### src/hw/rtl/cbc_pkg.sv
// Shared types, constants and tables for the color blob centroid block.
package cbc_pkg;

    // Field widths
    localparam int COLOR_W   = 8;
    localparam int POS_W     = 11;
    localparam int DIM_W     = 12;
    localparam int CNT_W     = 23;
    localparam int SUM_W     = 34;
    localparam int STEP_W    = 5;
    localparam int OFS_W     = 12;
    localparam int LVL_BITS  = 3;
    localparam int TBL_AW    = 3 * LVL_BITS;
    localparam int TBL_DEPTH = 1 << TBL_AW;

    // Configuration port
    localparam int CFG_IDX_W  = 2;
    localparam int CFG_DATA_W = CNT_W;

    typedef enum logic [CFG_IDX_W-1:0] {
        CFG_MIN_COUNT = 2'd0,
        CFG_STEP      = 2'd1,
        CFG_WIDTH     = 2'd2,
        CFG_HEIGHT    = 2'd3
    } t_cfg_idx;

    // Register reset values
    localparam logic [CNT_W-1:0]  MIN_COUNT_RST = CNT_W'(60);
    localparam logic [STEP_W-1:0] STEP_RST      = STEP_W'(2);
    localparam logic [DIM_W-1:0]  WIDTH_RST     = DIM_W'(640);
    localparam logic [DIM_W-1:0]  HEIGHT_RST    = DIM_W'(480);
    localparam logic [OFS_W-1:0]  OFS_RST       = '1;

    // Word item kinds carried on tuser
    localparam logic MODE_PIXEL = 1'b0;
    localparam logic MODE_TABLE = 1'b1;

    // Input tdata layout, lowest bit first
    localparam int IN_DATA_W = 56;
    localparam int RED_LSB   = 0;
    localparam int GREEN_LSB = RED_LSB + COLOR_W;
    localparam int BLUE_LSB  = GREEN_LSB + COLOR_W;
    localparam int ROW_LSB   = BLUE_LSB + COLOR_W;
    localparam int COL_LSB   = ROW_LSB + POS_W;
    localparam int IDX_LSB   = COL_LSB + POS_W;
    localparam int MATCH_LSB = IDX_LSB + TBL_AW;

    // Output tdata layout: x_offset, then y_offset
    localparam int OUT_DATA_W = 24;

    // Reciprocal divide-by-step: q = (n * RECIP) >> RECIP_SH, exact for n < 2^POS_W
    localparam int RECIP_SH = 16;
    localparam int RECIP_W  = RECIP_SH + 1;
    localparam int QPROD_W  = POS_W + RECIP_W;

    localparam logic [RECIP_W-1:0] RECIP_TBL [1 << STEP_W] = '{
        17'd65536, 17'd65536, 17'd32768, 17'd21846, 17'd16384, 17'd13108, 17'd10923,
        17'd9363,  17'd8192,  17'd7282,  17'd6554,  17'd5958,  17'd5462,  17'd5042,
        17'd4682,  17'd4370,  17'd4096,  17'd3856,  17'd3641,  17'd3450,  17'd3277,
        17'd3121,  17'd2979,  17'd2850,  17'd2731,  17'd2622,  17'd2521,  17'd2428,
        17'd2341,  17'd2260,  17'd2185,  17'd2115
    };

    // Divider
    localparam int DIV_CNT_W = $clog2(SUM_W);

    // Controller states
    typedef enum logic [2:0] {
        S_RUN,
        S_FLUSH1,
        S_FLUSH2,
        S_CHK,
        S_DIV,
        S_OUT
    } t_state;

    // Controller to datapath
    typedef struct packed {
        logic take;
        logic chk;
        logic div_step;
        logic out_load;
    } t_cmd;

    // Datapath to controller
    typedef struct packed {
        logic found;
        logic div_last;
        logic out_free;
    } t_sts;

endpackage

### src/hw/rtl/cbc_ctrl.sv
// Frame sequencer: input acceptance, pipeline drain, divide and result hand-off.
module cbc_ctrl (
    input  logic          i_clk,
    input  logic          i_rst_n,
    input  logic          i_s_valid,
    input  logic          i_s_mode,
    input  logic          i_s_last,
    input  cbc_pkg::t_sts i_sts,
    output logic          o_s_ready,
    output cbc_pkg::t_cmd o_cmd
);

    cbc_pkg::t_state r_state;
    cbc_pkg::t_state n_state;
    logic            take;

    assign take = i_s_valid && (r_state == cbc_pkg::S_RUN);

    // State register
    always_ff @(posedge i_clk) begin
        if (!i_rst_n) begin
            r_state <= cbc_pkg::S_RUN;
        end else begin
            r_state <= n_state;
        end
    end

    // Next state
    always_comb begin
        n_state = r_state;
        case (r_state)
            cbc_pkg::S_RUN: begin
                if (take && i_s_last && (i_s_mode == cbc_pkg::MODE_PIXEL)) begin
                    n_state = cbc_pkg::S_FLUSH1;
                end
            end
            cbc_pkg::S_FLUSH1: n_state = cbc_pkg::S_FLUSH2;
            cbc_pkg::S_FLUSH2: n_state = cbc_pkg::S_CHK;
            cbc_pkg::S_CHK: begin
                n_state = i_sts.found ? cbc_pkg::S_DIV : cbc_pkg::S_OUT;
            end
            cbc_pkg::S_DIV: begin
                if (i_sts.div_last) begin
                    n_state = cbc_pkg::S_OUT;
                end
            end
            cbc_pkg::S_OUT: begin
                if (i_sts.out_free) begin
                    n_state = cbc_pkg::S_RUN;
                end
            end
            default: n_state = cbc_pkg::S_RUN;
        endcase
    end

    // Outputs
    always_comb begin
        o_s_ready      = 1'b0;
        o_cmd          = '0;
        case (r_state)
            cbc_pkg::S_RUN: begin
                o_s_ready  = 1'b1;
                o_cmd.take = take;
            end
            cbc_pkg::S_CHK: o_cmd.chk      = 1'b1;
            cbc_pkg::S_DIV: o_cmd.div_step = 1'b1;
            cbc_pkg::S_OUT: o_cmd.out_load = i_sts.out_free;
            default: ;
        endcase
    end

endmodule

### src/hw/rtl/cbc_dpath.sv
// Datapath: config registers, class table, sample pipeline, moments, divider, output word.
module cbc_dpath (
    input  logic                              i_clk,
    input  logic                              i_rst_n,
    input  logic                              i_cfg_we,
    input  logic [cbc_pkg::CFG_IDX_W-1:0]     i_cfg_idx,
    input  logic [cbc_pkg::CFG_DATA_W-1:0]    i_cfg_data,
    input  logic [cbc_pkg::IN_DATA_W-1:0]     i_s_data,
    input  logic                              i_s_mode,
    input  cbc_pkg::t_cmd                     i_cmd,
    input  logic                              i_m_ready,
    output cbc_pkg::t_sts                     o_sts,
    output logic                              o_m_valid,
    output logic                              o_m_found,
    output logic [cbc_pkg::OFS_W-1:0]         o_m_x,
    output logic [cbc_pkg::OFS_W-1:0]         o_m_y
);

    localparam int PW  = cbc_pkg::POS_W;
    localparam int SW  = cbc_pkg::SUM_W;
    localparam int CW  = cbc_pkg::CNT_W;
    localparam int MW  = PW + cbc_pkg::STEP_W;

    // Configuration registers
    logic [CW-1:0]                    r_min_cnt;
    logic [cbc_pkg::STEP_W-1:0]       r_dstep;
    logic [cbc_pkg::RECIP_W-1:0]      r_recip;
    logic [cbc_pkg::DIM_W-1:0]        r_fw;
    logic [cbc_pkg::DIM_W-1:0]        r_fh;
    logic [cbc_pkg::STEP_W-1:0]       cfg_step;

    assign cfg_step = i_cfg_data[cbc_pkg::STEP_W-1:0];

    always_ff @(posedge i_clk) begin
        if (!i_rst_n) begin
            r_min_cnt <= cbc_pkg::MIN_COUNT_RST;
            r_dstep   <= cbc_pkg::STEP_RST;
            r_recip   <= cbc_pkg::RECIP_TBL[cbc_pkg::STEP_RST];
            r_fw      <= cbc_pkg::WIDTH_RST;
            r_fh      <= cbc_pkg::HEIGHT_RST;
        end else if (i_cfg_we) begin
            case (cbc_pkg::t_cfg_idx'(i_cfg_idx))
                cbc_pkg::CFG_MIN_COUNT: r_min_cnt <= i_cfg_data;
                cbc_pkg::CFG_STEP: begin
                    // zero step behaves as one
                    r_dstep <= (cfg_step == '0) ? cbc_pkg::STEP_W'(1) : cfg_step;
                    r_recip <= cbc_pkg::RECIP_TBL[cfg_step];
                end
                cbc_pkg::CFG_WIDTH:  r_fw <= i_cfg_data[cbc_pkg::DIM_W-1:0];
                cbc_pkg::CFG_HEIGHT: r_fh <= i_cfg_data[cbc_pkg::DIM_W-1:0];
                default: ;
            endcase
        end
    end

    // Input word fields
    logic [PW-1:0]              in_row;
    logic [PW-1:0]              in_col;
    logic [cbc_pkg::TBL_AW-1:0] tbl_raddr;
    logic [cbc_pkg::TBL_AW-1:0] tbl_waddr;
    logic                       tbl_wbit;

    assign in_row    = i_s_data[cbc_pkg::ROW_LSB +: PW];
    assign in_col    = i_s_data[cbc_pkg::COL_LSB +: PW];
    assign tbl_waddr = i_s_data[cbc_pkg::IDX_LSB +: cbc_pkg::TBL_AW];
    assign tbl_wbit  = i_s_data[cbc_pkg::MATCH_LSB];
    // top bits of each color form the table address, red highest
    assign tbl_raddr = {
        i_s_data[cbc_pkg::RED_LSB   + cbc_pkg::COLOR_W - 1 -: cbc_pkg::LVL_BITS],
        i_s_data[cbc_pkg::GREEN_LSB + cbc_pkg::COLOR_W - 1 -: cbc_pkg::LVL_BITS],
        i_s_data[cbc_pkg::BLUE_LSB  + cbc_pkg::COLOR_W - 1 -: cbc_pkg::LVL_BITS]
    };

    // Class table memory
    logic r_tbl [cbc_pkg::TBL_DEPTH];
    logic r_s1_hit;

    always_ff @(posedge i_clk) begin
        if (i_cmd.take && (i_s_mode == cbc_pkg::MODE_TABLE)) begin
            r_tbl[tbl_waddr] <= tbl_wbit;
        end
    end

    always_ff @(posedge i_clk) begin
        r_s1_hit <= r_tbl[tbl_raddr];
    end

    // Stage 1: quotients by step, frame bounds
    logic [cbc_pkg::QPROD_W-1:0] qprod_row;
    logic [cbc_pkg::QPROD_W-1:0] qprod_col;
    logic                        r_s1_vld;
    logic                        r_s1_in;
    logic [PW-1:0]               r_s1_row;
    logic [PW-1:0]               r_s1_col;
    logic [PW-1:0]               r_s1_qr;
    logic [PW-1:0]               r_s1_qc;

    assign qprod_row = cbc_pkg::QPROD_W'(in_row) * cbc_pkg::QPROD_W'(r_recip);
    assign qprod_col = cbc_pkg::QPROD_W'(in_col) * cbc_pkg::QPROD_W'(r_recip);

    always_ff @(posedge i_clk) begin
        if (!i_rst_n) begin
            r_s1_vld <= 1'b0;
        end else begin
            r_s1_vld <= i_cmd.take && (i_s_mode == cbc_pkg::MODE_PIXEL);
        end
    end

    always_ff @(posedge i_clk) begin
        r_s1_row <= in_row;
        r_s1_col <= in_col;
        r_s1_qr  <= qprod_row[cbc_pkg::RECIP_SH +: PW];
        r_s1_qc  <= qprod_col[cbc_pkg::RECIP_SH +: PW];
        r_s1_in  <= ({1'b0, in_row} < r_fh) && ({1'b0, in_col} < r_fw);
    end

    // Stage 2: divisibility check, sample qualifies
    logic [MW-1:0] back_row;
    logic [MW-1:0] back_col;
    logic          r_s2_vld;
    logic [PW-1:0] r_s2_row;
    logic [PW-1:0] r_s2_col;

    assign back_row = MW'(r_s1_qr) * MW'(r_dstep);
    assign back_col = MW'(r_s1_qc) * MW'(r_dstep);

    always_ff @(posedge i_clk) begin
        if (!i_rst_n) begin
            r_s2_vld <= 1'b0;
        end else begin
            r_s2_vld <= r_s1_vld && r_s1_in && r_s1_hit &&
                        (back_row == MW'(r_s1_row)) && (back_col == MW'(r_s1_col));
        end
    end

    always_ff @(posedge i_clk) begin
        r_s2_row <= r_s1_row;
        r_s2_col <= r_s1_col;
    end

    // Moments and restoring divider; sums shift into quotients during the divide
    logic [CW-1:0]                 r_cnt;
    logic [SW-1:0]                 r_row_sum;
    logic [SW-1:0]                 r_col_sum;
    logic [CW-1:0]                 r_rem_r;
    logic [CW-1:0]                 r_rem_c;
    logic [cbc_pkg::DIV_CNT_W-1:0] r_div_cnt;
    logic                          r_found;
    logic [CW:0]                   try_r;
    logic [CW:0]                   try_c;
    logic                          ge_r;
    logic                          ge_c;
    logic [CW-1:0]                 n_rem_r;
    logic [CW-1:0]                 n_rem_c;
    logic                          found;

    assign found   = r_cnt > r_min_cnt;
    assign try_r   = {r_rem_r, r_row_sum[SW-1]};
    assign try_c   = {r_rem_c, r_col_sum[SW-1]};
    assign ge_r    = try_r >= {1'b0, r_cnt};
    assign ge_c    = try_c >= {1'b0, r_cnt};
    assign n_rem_r = ge_r ? CW'(try_r - {1'b0, r_cnt}) : try_r[CW-1:0];
    assign n_rem_c = ge_c ? CW'(try_c - {1'b0, r_cnt}) : try_c[CW-1:0];

    always_ff @(posedge i_clk) begin
        if (!i_rst_n) begin
            r_cnt     <= '0;
            r_row_sum <= '0;
            r_col_sum <= '0;
            r_div_cnt <= '0;
            r_found   <= 1'b0;
        end else if (i_cmd.out_load) begin
            r_cnt     <= '0;
            r_row_sum <= '0;
            r_col_sum <= '0;
        end else if (i_cmd.chk) begin
            r_found   <= found;
            r_div_cnt <= '0;
        end else if (i_cmd.div_step) begin
            r_row_sum <= {r_row_sum[SW-2:0], ge_r};
            r_col_sum <= {r_col_sum[SW-2:0], ge_c};
            r_div_cnt <= r_div_cnt + cbc_pkg::DIV_CNT_W'(1);
        end else if (r_s2_vld) begin
            r_cnt     <= r_cnt + CW'(1);
            r_row_sum <= r_row_sum + SW'(r_s2_row);
            r_col_sum <= r_col_sum + SW'(r_s2_col);
        end
    end

    always_ff @(posedge i_clk) begin
        if (i_cmd.chk) begin
            r_rem_r <= '0;
            r_rem_c <= '0;
        end else if (i_cmd.div_step) begin
            r_rem_r <= n_rem_r;
            r_rem_c <= n_rem_c;
        end
    end

    // Stored location and output register
    logic [cbc_pkg::OFS_W-1:0] r_st_x;
    logic [cbc_pkg::OFS_W-1:0] r_st_y;
    logic [cbc_pkg::OFS_W-1:0] n_st_x;
    logic [cbc_pkg::OFS_W-1:0] n_st_y;
    logic                      r_m_vld;
    logic                      r_m_found;
    logic [cbc_pkg::OFS_W-1:0] r_m_x;
    logic [cbc_pkg::OFS_W-1:0] r_m_y;

    // offsets from frame center, y pointing up, wrapped to 12 bits
    always_comb begin
        n_st_x = r_st_x;
        n_st_y = r_st_y;
        if (r_found) begin
            n_st_x = r_col_sum[cbc_pkg::OFS_W-1:0] - {1'b0, r_fw[cbc_pkg::DIM_W-1:1]};
            n_st_y = {1'b0, r_fh[cbc_pkg::DIM_W-1:1]} - r_row_sum[cbc_pkg::OFS_W-1:0];
        end
    end

    always_ff @(posedge i_clk) begin
        if (!i_rst_n) begin
            r_st_x  <= cbc_pkg::OFS_RST;
            r_st_y  <= cbc_pkg::OFS_RST;
            r_m_vld <= 1'b0;
        end else if (i_cmd.out_load) begin
            r_st_x  <= n_st_x;
            r_st_y  <= n_st_y;
            r_m_vld <= 1'b1;
        end else if (i_m_ready) begin
            r_m_vld <= 1'b0;
        end
    end

    always_ff @(posedge i_clk) begin
        if (i_cmd.out_load) begin
            r_m_found <= r_found;
            r_m_x     <= n_st_x;
            r_m_y     <= n_st_y;
        end
    end

    assign o_sts.found    = found;
    assign o_sts.div_last = (r_div_cnt == cbc_pkg::DIV_CNT_W'(SW - 1));
    assign o_sts.out_free = !r_m_vld || i_m_ready;
    assign o_m_valid      = r_m_vld;
    assign o_m_found      = r_m_found;
    assign o_m_x          = r_m_x;
    assign o_m_y          = r_m_y;

endmodule

### src/hw/rtl/color_blob_centroid.sv
// Top level of the color blob centroid block: controller plus datapath.
//
//  channel   dir  handshake                    payload
//  s_axis    in   s_axis_tvalid/s_axis_tready  tdata pixel or table word, tuser kind, tlast
//  m_axis    out  m_axis_tvalid/m_axis_tready  tdata x/y offsets, tuser object_found
//  cfg       in   i_cfg_we                     i_cfg_idx, i_cfg_data
//
// Pixels and table writes are taken one word per cycle while the controller is in S_RUN.
// A last pixel closes the frame: S_FLUSH1 and S_FLUSH2 drain the sample pipeline, S_CHK
// compares the count, then a found object goes through the bit-serial restoring divider
// and S_OUT loads the result; input is held off from the frame end until that load.
// Reset is synchronous, active low; it restores register defaults and the stored
// location of -1,-1. The class table is not cleared. A result held by a stalled
// m_axis only blocks input at the next frame end.
module color_blob_centroid (
    input  logic                               i_clk,
    input  logic                               i_rst_n,
    // config write port
    input  logic                               i_cfg_we,
    input  logic [cbc_pkg::CFG_IDX_W-1:0]      i_cfg_idx,
    input  logic [cbc_pkg::CFG_DATA_W-1:0]     i_cfg_data,
    // input stream
    input  logic                               s_axis_tvalid,
    output logic                               s_axis_tready,
    // red, green, blue, pixel_row, pixel_col, entry_index, entry_match
    input  logic [cbc_pkg::IN_DATA_W-1:0]      s_axis_tdata,
    // mode
    input  logic                               s_axis_tuser,
    input  logic                               s_axis_tlast,
    // result stream
    output logic                               m_axis_tvalid,
    input  logic                               m_axis_tready,
    // x_offset, y_offset
    output logic [cbc_pkg::OUT_DATA_W-1:0]     m_axis_tdata,
    // object_found
    output logic                               m_axis_tuser
);

    cbc_pkg::t_cmd             cmd;
    cbc_pkg::t_sts             sts;
    logic [cbc_pkg::OFS_W-1:0] m_x;
    logic [cbc_pkg::OFS_W-1:0] m_y;

    cbc_ctrl u_ctrl (
        .i_clk     (i_clk),
        .i_rst_n   (i_rst_n),
        .i_s_valid (s_axis_tvalid),
        .i_s_mode  (s_axis_tuser),
        .i_s_last  (s_axis_tlast),
        .i_sts     (sts),
        .o_s_ready (s_axis_tready),
        .o_cmd     (cmd)
    );

    cbc_dpath u_dpath (
        .i_clk      (i_clk),
        .i_rst_n    (i_rst_n),
        .i_cfg_we   (i_cfg_we),
        .i_cfg_idx  (i_cfg_idx),
        .i_cfg_data (i_cfg_data),
        .i_s_data   (s_axis_tdata),
        .i_s_mode   (s_axis_tuser),
        .i_cmd      (cmd),
        .i_m_ready  (m_axis_tready),
        .o_sts      (sts),
        .o_m_valid  (m_axis_tvalid),
        .o_m_found  (m_axis_tuser),
        .o_m_x      (m_x),
        .o_m_y      (m_y)
    );

    assign m_axis_tdata = {m_y, m_x};

endmodule
### config.mk
export PLATFORM = sky130hd
export DESIGN_NAME = color_blob_centroid
export DESIGN_NICKNAME = d
export VERILOG_FILES = /design/src/hw/rtl/cbc_pkg.sv /design/src/hw/rtl/cbc_ctrl.sv /design/src/hw/rtl/cbc_dpath.sv /design/src/hw/rtl/color_blob_centroid.sv
export SDC_FILE = /design/constraint.sdc
export NUM_CORES = 2
export LEC_CHECK = 0
export BUFFER_PORTS_ARGS = -buffer_cell sky130_fd_sc_hd__buf_2
export CAP_MARGIN = 0
export CORE_ASPECT_RATIO = 0.6
export CORE_MARGIN = 2
export CORE_UTILIZATION = 58
export DETAILED_ROUTE_END_ITERATION = 8
export PLACE_DENSITY = 0.74
export SETUP_SLACK_MARGIN = 0.1
export SLEW_MARGIN = 15
export SYNTH_ARGS = -nofsm -noshare
export SYNTH_HDL_FRONTEND = slang
export SYNTH_SLANG_ARGS = --single-unit
### constraint.sdc
create_clock -name i_clk -period 5.2 [get_ports i_clk]
set_clock_uncertainty 0.1 [all_clocks]
set_input_delay 0.52 -clock i_clk [delete_from_list [all_inputs] [get_ports i_clk]]
set_output_delay 0.52 -clock i_clk [all_outputs]
set_load 0.05 [all_outputs]
-- Yosys cells after proc, flatten, opt, wreduce, memory -nomap -nowiden
Memories as Yosys holds them, arrays and structs flattened. A register that Yosys moved wholly into a read port is not among the register bits.
Index checks and enable logic that the tools add are counted.
W data, S select, Z words.
- register bits: 318
- RAM bits: 512
- bits in read-only memories: 544
- output and inout port bits: 27
- logic and storage cells: 120
- memories kept: 2
- memory list (memory ; depth ; bits a word ; read ports ; clocked after Yosys merged registers in ; write ports ; RTL line ; RTL):
    (no name shown) ; 32 ; 17 ; 1 ; 1 ; 0 ; cbc_dpath.sv:47 ; r_recip <= cbc_pkg::RECIP_TBL[cfg_step];
    u_dpath.r_tbl ; 512 ; 1 ; 1 ; 1 ; 1 ; cbc_dpath.sv:75 ; logic r_tbl [cbc_pkg::TBL_DEPTH];
- add/sub/neg operators: 8
- $mul: 4
- order comparisons: 5
- eq/ne operators: 14
- multiplexer cells: 25
- bitwise logic cells: 6
- reduce and logical (&&, ||, !) cells: 29
- operators with widths (operator ; count):
    $mux W34 ; 4
    $add A34 B11 Y34 ; 2
    $mul A11 B17 Y27 ; 2
    $ge A24 B23 Y1 ; 2
    $mux W23 ; 2
    $sub A23 B23 Y23 ; 2
    $eq A16 B11 Y1 ; 2
    $mul A11 B5 Y16 ; 2
    $lt A11 B12 Y1 ; 2
    $mux W12 ; 2
    $add A23 B1 Y23 const B ; 1
    $gt A23 B23 Y1 ; 1
    $pmux W3 S6 ; 1
    $reduce_and A2 Y1 ; 7
    $mux W6 ; 2
    $sub A11 B12 Y12 ; 1
    $sub A12 B11 Y12 ; 1
    $logic_and A1 B1 Y1 ; 10
    $mux W1 ; 10
    $mux W3 ; 3
    $add A6 B1 Y6 const B ; 1
    $eq A3 B2 Y1 const B ; 2
    $eq A3 B3 Y1 const B ; 2
    $eq A6 B6 Y1 const B ; 1
    16 further kinds ; 26

-- Depth between registers and ports, before layout
- word-level depth: 6
- mapped depth: 23

-- Modules after synthesis
Synthesis repeated with hierarchy kept, for this count alone.
- cell total of the unflattened synthesis: 5313
- area, all modules: 54621.1 um^2
- by module, submodules not included (module ; instances ; cells an instance ; area an instance (um^2) ; seq. area each (um^2)):
    cbc_dpath ; 1 ; 5290 ; 54436.0 ; 22291.4
    cbc_ctrl ; 1 ; 23 ; 185.2 ; 60.1

-- Least setup slack after synthesis
OpenSTA, ideal clock, no wires.
- path type: input to register
- start point: in s_axis_tdata[26] (netlist name)
- end point: reg u_dpath.r_s1_qr[10]
- arrival: 5568 ps
- required time: 5028 ps
- slack: -541 ps
- stages: 21
- path buffers: 2
- path through: clkbuf_1 clkbuf_1 nand2_1 fa_1 fa_1 inv_1 fa_1 fa_1 inv_1 fa_1 inv_1 ha_1 a21oi_1 nor2b_1 o41ai_1 a31oi_1 o41ai_1 a21oi_1 o21a_1 nor2_1 xnor2_1
- cells in the longest elaborated chain, start to end: 1
- ends and longest elaborated chain (item ; RTL line ; RTL):
    from (decl) ; color_blob_centroid.sv:26 ; input logic [cbc_pkg::IN_DATA_W-1:0] s_axis_tdata,
    $mul A11 B17 Y27 ; cbc_dpath.sv:98 ; assign qprod_row = cbc_pkg::QPROD_W'(in_row) * cbc_pkg::QPROD_W'(r_recip);
    net u_dpath.qprod_row (one bit) ; cbc_dpath.sv:89 ; logic [cbc_pkg::QPROD_W-1:0] qprod_row;
    to (signal assigned) ; cbc_dpath.sv:112 ; r_s1_qr <= qprod_row[cbc_pkg::RECIP_SH +: PW];
    to (decl) ; cbc_dpath.sv:95 ; logic [PW-1:0] r_s1_qr;
The timed path passes the listed nets, and every way through them passes these cells.
A chain may end at the register's enable or synchronous reset.

-- Worst setup path in the final report
- start point: reg u_dpath.r_recip[6] (netlist name)
- end point: reg u_dpath.r_s1_qr[10]
- cells in the longest elaborated chain, start to end: 1
- ends and longest elaborated chain (item ; RTL line ; RTL):
    from (decl) ; cbc_dpath.sv:27 ; logic [cbc_pkg::RECIP_W-1:0] r_recip;
    $mul A11 B17 Y27 ; cbc_dpath.sv:98 ;
    net u_dpath.qprod_row (one bit) ; cbc_dpath.sv:89 ;
The timed path passes the listed nets, and every way through them passes these cells.

==> impl_metrics.csv <==
group,metric,value,unit
clocking,root_buffer,"clkbuf_16",
hold_path,hp-class,"in -> reg",
sta,worst_pin_slew,1.27,ns
detailed_routing,drc,0,
clocking,max-clock-path-buffers,3,
placed_design,gp_congestion,0.928,
die,die_h,242,microns
clocking,h-tree-depth,3,
detailed_routing,viasPerCell,6.10,
die,rows,87,
die,die_area,96700,sq um
setup_path,critPathKind,"reg -> reg",
detailed_routing,ant_nets,0,
global_routing,grt_max_degree,182,
setup_path,cp_max_fo,8,
layout,fin_nets,6161,
sta,setup_viol,12,
global_routing,grt.overflow.total,0,
setup_path,cp-end-kind,"flop",
yosys,yosysUniqueCellTypes,74,
setup_path,crit_family,"adder cells",
clocking,cts_tree,"done",
placed_design,io_buffers,99,
placed_design,place_hpwl,106000,microns
yosys,netlist_area,54600,sq um
clocking,clk-insertion-delay-late,0.69,ns
sta,layout_setup_ws,-0.196,ns
clocking,cts_made_buffers,79,
yosys,yosys_register_bits,848,
global_routing,grt_pass1_wl,233000,microns
power,powerDensity,326,nW/um^2
die,core_area,93600,sq um
setup_path,cp.arrival,5.91,ns
sta,fmax,185,MHz
layout,drive_above_1_share,15.5,%
run_status,violations,"setup timing",
sta,slew_violations,0,
setup_path,path_buf_inv,5,
setup_path,start_kind,"flop",
setup_path,crit_slowest_cell,"fa_1",
placed_design,dp.cells,6577,
flow_run,drv_cap,0,
power,finalPower,20.0,mW
yosys,synthTopCellsByArea,"edfxtp_1 30%, fa_1 12%, dfxtp_1 11%, ha_1 7.1%, mux4_2 6.6%",
global_routing,grt_usage,31.4,%
sta,hold_viol_final,0,
detailed_routing,wire_per_inst,22.5,microns
yosys,synth_common_cells,"707 x nor2_1, 606 x nand2_1, 537 x edfxtp_1",
detailed_routing,vias,41200,
layout,finalInstanceArea,61400,sq um
layout,n_fill_cell,7162,
setup_path,cp_common_cell,"fa_1",
sta,fin_crit_sh,104,%
setup_path,slowest_delay,0.56,ns
setup_path,crit_chain,"buf_12 -> nand2_1 -> fa_1 -> inv_1 -> fa_1 -> fa_1 -> fa_1 -> inv_2 -> fa_1 -> inv_2 -> ha_4 -> nand3_2 -> nor2_1 -> o41ai_2 -> buf_4 -> a31oi_4 -> o41ai_4 -> a21oi_2 -> o21a_1 -> nor2_2 -> xnor2_1",
layout,multi_input_area,30200,sq um
yosys,yosysTopAreaCell,"edfxtp_1",
power,vdd_drop_max,0.482,mV
yosys,synth_most_common_cell,"nor2_1",
layout,synthToLayoutAreaGrowth,12.5,%
sta,post-route-min-period,5.40,ns
die,fp.dieW,400,microns
yosys,synth_top_area_share,29.5,%
yosys,syn_avg_cell_area,10.3,sq um
layout,regArea,22400,sq um
detailed_routing,drt-total-wl,152000,microns
die,pin_count,115,
sta,holdWs,0.0403,ns
sta,rsz0062_at_grt,"yes",
yosys,ys.flop_type,"edfxtp_1",
detailed_routing,drt_pass1_iterations,8,
detailed_routing,drt_first_iter_violations,5114,
die,start_util,58.3,%
power,p_leak,23.9,nW
yosys,synthCells,5308,
placed_design,postPlaceCellArea,57600,sq um
clocking,clock_sinks,848,
yosys,yosysSeqAreaShare,41.0,%
yosys,yosysWarnings,0,
yosys,async_flop_share,0,%
yosys,synth_edf_count,537,
sta,slew_headroom,14.9,%
yosys,synth_nets,6031,
global_routing,antenna_found_initial,17,
clocking,clkTransAtPathRegs,0.07,ns
placed_design,pre_cts_ws,-0.643,ns
run_status,status,"finished with violations",
global_routing,grt_pass1_vias,39300,
setup_path,required,5.72,ns
layout,fin_cells,6752,
-- kinds of logic (layout without fill, tap and decap cells) --
| kind of cell | Yosys count | in the layout | share of synthesized area [%] |
|---|---|---|---|
| flip-flops | 848 | 848 | 41.0 |
| multiplexers | 206 | 206 | 7.48 |
| AND/OR/NAND/NOR | 1966 | 1966 | 16.2 |
| adder cells (fa/ha/maj) | 635 | 635 | 19.0 |
| buffers and inverters | 774 | 968 | 5.34 |
| AO/OA/AOI/OAI | 727 | 727 | 8.54 |
| XOR/XNOR | 152 | 152 | 2.44 |
| other | 0 | 4 | 0 |
-- per-layer routing --
| metal | wire [microns] | GRT usage, % | share of wire, % |
|---|---|---|---|
| met3 | 19500 | 9.48 | 13 |
| met5 | 100 | 0 | 0.066 |
| met2 | 61300 | 41.9 | 40 |
| met4 | 3950 | 7.57 | 2.6 |
| met1 | 66800 | 49.6 | 44 |
-- cells in the final DEF (no fill, tap or decap), types with 153 or more instances in the layout --
cell	count
nor2_1	697
nand2_1	584
edfxtp_1	537
inv_1	453
fa_1	305
dfxtp_1	293
ha_1	286
and2_1	237
buf_4	215
a21oi_1	182
mux4_2	160
o21ai_0	153
-- tightest hold or removal path, delay by kind of cell --
| family | cells | cell delay (ns) |
|---|---|---|
| compound gates | 1 | 0.05 |
| buf+inv | 1 | 0.14 |
| simple gates | 1 | 0.07 |
-- power by group --
part	switching, mW	internal (mW)	total (mW)
clock	2.77	3.35	6.12
combinational	3.61	2.69	6.30
sequential	0.232	7.36	7.59
-- sequential cells by signal, indices dropped and copies added, names as in the netlist, 17 cells and up --
name,cells
u_dpath.r_col_sum,34
u_dpath.r_row_sum,34
u_dpath.r_rem_c,23
u_dpath.r_tbl,512
u_dpath.r_rem_r,23
u_dpath.r_min_cnt,23
u_dpath.r_cnt,23
u_dpath.r_recip,17
-- repair_timing --
action,CTS,global route
gates cloned,2,0
setup buffers,16,7
endpoints found under the hold margin,1,0
hold buffers,1,0
gates resized for setup,120,84
pin swaps,64,64
endpoints found under the setup margin,23,23
-- worst paths after layout --
check	endpoint	cells after the start	startpoint	slack (ns)
worst max-delay path	u_dpath.r_s1_qr[10]	21	u_dpath.r_recip[6]	-0.20
worst min register to register	u_dpath.r_s2_col[5]	0	u_dpath.r_s1_col[5]	0.27
worst min-delay path	u_dpath.r_fw[5]	3	i_cfg_data[5]	0.04
worst max register to register	u_dpath.r_s1_qr[10]	21	u_dpath.r_recip[6]	-0.20
-- final cells by class --
type	instances	area share, %
diodes	4	0.0163
clock buffers	97	3.43
clock inverters	48	0.984
inverters	470	2.87
multi-input cells	3686	49.1
flip-flops and latches	848	36.5
well taps	1246	2.54
repair buffers	353	4.56
-- per-stage QoR --
stage	util, %	setup TNS (ns)
5_1_grt	65.6	-3.43
2_1_floorplan	-	-0.116
6_report	65.6	-1.08
4_1_cts	65.2	-0.484
3_3_place_gp	61.6	-4.87
3_5_place_dp	61.6	-6.49
Power figures use the tool's default switching activity.
